<file path="src/hw/rtl/nla_pkg.sv">
// shared constants and types for the nearest light assignment block
`default_nettype none
package nla_pkg;
   localparam int MaxLights   = 256;
   localparam int MaxAssigned = 8;
   localparam int IdxW        = (MaxLights > 1) ? $clog2(MaxLights) : 1;
   localparam int CntW        = $clog2(MaxLights + 1);
   localparam int SlotIdxW    = (MaxAssigned > 1) ? $clog2(MaxAssigned) : 1;
   localparam int SlotCntW    = $clog2(MaxAssigned + 1);
   localparam int LightW      = 3 * 24 + 23 + 3 * 16;
   localparam int DistW       = 50;

   localparam logic [1:0] OpClear  = 2'd0;
   localparam logic [1:0] OpAppend = 2'd1;
   localparam logic [1:0] OpQuery  = 2'd2;

   typedef enum logic [4:0] {
      ST_IDLE = 5'b00001,
      ST_SCAN = 5'b00010,
      ST_WAIT = 5'b00100,
      ST_EMIT = 5'b01000,
      ST_RD   = 5'b10000
   } state_type;

   typedef struct packed {
      logic clear_count;
      logic append;
      logic load_query;
      logic scan_rd;
      logic sort_clear;
      logic emit_rd;
      logic emit_out;
   } cmd_type;

   typedef struct packed {
      logic full;
      logic scan_done;
      logic pipe_empty;
      logic emit_done;
   } status_type;
endpackage
`default_nettype wire

</file>
<file path="src/hw/rtl/nla_ctrl.sv">
// controller state machine for the light scan and slot output
`default_nettype none
module nla_ctrl (
   input  wire logic                clock,
   input  wire logic                reset,
   input  wire logic                start,
   input  wire logic [1:0]          req_operation,
   input  wire nla_pkg::status_type status,
   output nla_pkg::cmd_type         cmd,
   output logic                     busy
);
   nla_pkg::state_type state_ff, state_in;

   always_ff @(posedge clock) begin
      if (reset) begin
         state_ff <= nla_pkg::ST_IDLE;
      end else begin
         state_ff <= state_in;
      end
   end

   always_comb begin
      state_in = state_ff;
      cmd = '0;
      busy = (state_ff != nla_pkg::ST_IDLE);
      case (state_ff)
         nla_pkg::ST_IDLE: begin
            if (start) begin
               case (req_operation)
                  nla_pkg::OpClear: cmd.clear_count = 1'b1;
                  nla_pkg::OpAppend: cmd.append = !status.full;
                  nla_pkg::OpQuery: begin
                     cmd.load_query = 1'b1;
                     cmd.sort_clear = 1'b1;
                     state_in = nla_pkg::ST_SCAN;
                  end
                  default: ;
               endcase
            end
         end
         nla_pkg::ST_SCAN: begin
            if (status.scan_done) begin
               state_in = nla_pkg::ST_WAIT;
            end else begin
               cmd.scan_rd = 1'b1;
            end
         end
         nla_pkg::ST_WAIT: begin
            if (status.pipe_empty) begin
               state_in = nla_pkg::ST_RD;
            end
         end
         nla_pkg::ST_RD: begin
            cmd.emit_rd = 1'b1;
            state_in = nla_pkg::ST_EMIT;
         end
         nla_pkg::ST_EMIT: begin
            cmd.emit_out = 1'b1;
            if (status.emit_done) begin
               state_in = nla_pkg::ST_IDLE;
            end else begin
               state_in = nla_pkg::ST_RD;
            end
         end
         default: state_in = nla_pkg::ST_IDLE;
      endcase
   end
endmodule
`default_nettype wire

</file>
<file path="config.mk">
export PLATFORM = sky130hd
export DESIGN_NAME = nla_ctrl
export DESIGN_NICKNAME = d
export VERILOG_FILES = /design/src/hw/rtl/nla_pkg.sv /design/src/hw/rtl/nla_ctrl.sv
export SDC_FILE = /design/constraint.sdc
export NUM_CORES = 1
export LEC_CHECK = 0
export ABC_CLOCK_PERIOD_IN_PS = 1800
export BUFFER_PORTS_ARGS = -buffer_cell sky130_fd_sc_hd__buf_2
export CELL_PAD_IN_SITES_DETAIL_PLACEMENT = 1
export CELL_PAD_IN_SITES_GLOBAL_PLACEMENT = 2
export CORE_UTILIZATION = 25
export CTS_CLUSTER_DIAMETER = 40
export DETAILED_ROUTE_END_ITERATION = 12
export PLACE_DENSITY = 0.84
export SYNTH_ARGS = -nofsm -noshare
export SYNTH_HDL_FRONTEND = slang
export SYNTH_SLANG_ARGS = --single-unit
</file>
<file path="constraint.sdc">
create_clock -name clock -period 1.8 [get_ports clock]
set_input_delay 0.27 -clock clock [delete_from_list [all_inputs] [get_ports clock]]
set_output_delay 0.27 -clock clock [all_outputs]
set_load 0.02 [all_outputs]
</file>
==> impl_metrics.env <==
export IMPL_outcome="finished clean"
export IMPL_tightest_slew_ns=0.335
export IMPL_synthTopCellsByCount="dfxtp_1 (5), nor2_1 (5), nor4b_2 (3)"
export IMPL_area_delta_synth_final_pct=35.3
export IMPL_critPathRequiredTime_ns=1.53
export IMPL_cp_end_kind="output port"
export IMPL_crit_type="reg2out"
export IMPL_grt_usage=0.152
export IMPL_synth_top_area_share=0.261
export IMPL_async_reset_ff_frac=0
export IMPL_route_detailed_drc=0
export IMPL_post_route_period_util=0.945
export IMPL_postSynthNetCount=54
export IMPL_reg2reg_from="state_ff[4]"
export IMPL_setup_viol=0
export IMPL_p_per_area_nw_per_um2=617
export IMPL_die_area_um2=1690
export IMPL_htreeDepth=1
export IMPL_synthCells=45
export IMPL_grt_antenna_before_repair=0
export IMPL_hold_path_startpoint="reset"
export IMPL_top_regs="state_ff x5"
export IMPL_ys_seq_elements=5
export IMPL_cts_tree="yes"
export IMPL_synth_top_flop_cell="dfxtp_1"
export IMPL_place_area_um2=458
export IMPL_rows=13
export IMPL_vias=408
export IMPL_slew_headroom=0.775
export IMPL_period_minus_slack_ns=1.70
export IMPL_cp_start_kind="flip-flop"
export IMPL_root_buffer="clkbuf_4"
export IMPL_finalHoldViolations=0
export IMPL_drt_pass1_iterations=2
export IMPL_hpwl_um=778
export IMPL_fillers=180
export IMPL_min_delay_path_class="in2reg"
export IMPL_wl_um=998
export IMPL_crit_fanout=9
export IMPL_n_antenna_cell=0
export IMPL_via_per_inst=5.10
export IMPL_timing_fmax_ghz=0.588
export IMPL_startpoint="state_ff[3]"
export IMPL_largest_reg_flops=5
export IMPL_clk_latency_ns=0.24
export IMPL_wl_per_cell_um=12.5
export IMPL_yosys_area_top_type="dfxtp_1"
export IMPL_ys_types=29
export IMPL_fin_tns_setup_ns=0
export IMPL_cts_buffers=3
export IMPL_postCtsHoldBufs=0
export IMPL_grt_pass1_wl_um=1630
export IMPL_yosysWarnings=0
export IMPL_core_area_um2=1370
export IMPL_port_buffers=16
export IMPL_grt_setup_unrepaired="no"
export IMPL_synth_area_leaders="dfxtp_1 (26%), nor4b_2 (12%), nor2_1 (4.9%)"
export IMPL_nNetsFinal=75
export IMPL_drive_above_1_share=0.477
export IMPL_seq_area_um2=104
export IMPL_clock_sinks=5
export IMPL_design_area_um2=518
export IMPL_multi_input_area_um2=253
export IMPL_cp_arrival_ns=1.43
export IMPL_fp_dieH_um=41.1
export IMPL_maxCapViolations=0
export IMPL_clkSlewWorstSetupHoldPaths_ns=0.04
export IMPL_leakagePower_uw=0.000257
export IMPL_ys_seq_area_frac=0.261
export IMPL_clock_skew_ns=0.000114
export IMPL_syn_area_per_cell_um2=8.51
export IMPL_place_gp_congestion=0.697
export IMPL_gr_total_overflow=0
export IMPL_grt_pass1_vias=407
export IMPL_grt_max_degree=10
export IMPL_peakVddDrop_mv=0.303
export IMPL_cts_buffer_depth=2
export IMPL_die_w_um=41.1
export IMPL_ios=17
export IMPL_synth_edff_count=0
export IMPL_initial_core_util=0.280
export IMPL_ant_nets=0
export IMPL_syn_cell_area_um2=383
export IMPL_slew_viol_final=0
export IMPL_drt_iter0_drc=1
export IMPL_top_register="state_ff"
## power by group
group	total [uW]	leakage [uW]	internal (uW)	switching, uW
combinational	67.0	0.000200	30.7	36.3
sequential	124	0.0000411	116	7.90
clock	129	0.0000150	83.8	45.2
## path summary, 6_finish.rpt
check                              endpoint  slack, ns  cells past startpoint
worst min-delay path            state_ff[1]       0.30                      3
worst min register to register  state_ff[2]       0.57                      2
worst max-delay path                 cmd[5]        0.1                      5
worst max register to register  state_ff[0]       0.50                      5
## metrics by stage
| step | cells | power [uW] | hold slack (ns) | util | setup WS, ns |
|---|---|---|---|---|---|
| floorplan | 45 | 173 | 0.431 | - | 0.160 |
| global placement | 73 | 190 | 0.569 | 0.335 | 0.292 |
| detailed placement | 73 | 191 | 0.560 | 0.335 | 0.233 |
| CTS | 77 | 326 | 0.301 | 0.358 | 0.0409 |
| global route | 80 | 344 | 0.319 | 0.379 | 0.00247 |
| finish | 80 | 320 | 0.298 | 0.379 | 0.0997 |
## cells by family after synthesis
logic type,Yosys count,share of synthesized area
AND/OR/NAND/NOR,24,0.464
AO/OA/AOI/OAI,9,0.160
buffers and inverters,6,0.0915
flip-flops,5,0.261
XOR/XNOR,1,0.0229
## timing repair
item / 4_1_cts / 5_1_grt
setup buffers: 0 / 3
setup endpoints to repair: 2 / 2
pin swaps: 0 / 1
resized for setup: 1 / 4
## cells in the final DEF, fill, tap and decap left out, types with 2 or more instances in the layout
cell | netlist | routed
buf_2 | 1 | 15
nor2_1 | 5 | 5
buf_4 | 1 | 4
nor4b_2 | 3 | 3
clkbuf_4 | 0 | 3
dfxtp_2 | 0 | 3
nand3b_1 | 2 | 2
nor3_1 | 2 | 2
and2b_1 | 2 | 2
inv_1 | 2 | 2
a21oi_1 | 2 | 2
o21ai_1 | 2 | 2
dfxtp_1 | 5 | 2
## critical path: stages (launching register included)
cell and delay, ns:
dfxtp_2 0.35, nor2_1 0.16, and3_4 0.21, inv_2 0.05, nor4b_2 0.24, buf_4 0.18
## area by class of cell
| class | count | share of cell area |
|---|---|---|
| multi-input cells | 34 | 0.488 |
| repair buffers | 19 | 0.203 |
| flip-flops and latches | 5 | 0.200 |
| clock buffers | 4 | 0.0507 |
| well taps | 15 | 0.0362 |
| inverters | 3 | 0.0217 |
## layer usage
layer / vias up / wire (um) / global-route usage
li1: 204 / - / -
met1: 186 / 424 / 0.141
met2: 16 / 500 / 0.281
met3: 2 / 56 / 0.0326
met4: 0 / 17 / 0.121
met5: - / 0 / 0
Note: power is estimated with default switching activity, not from simulation.
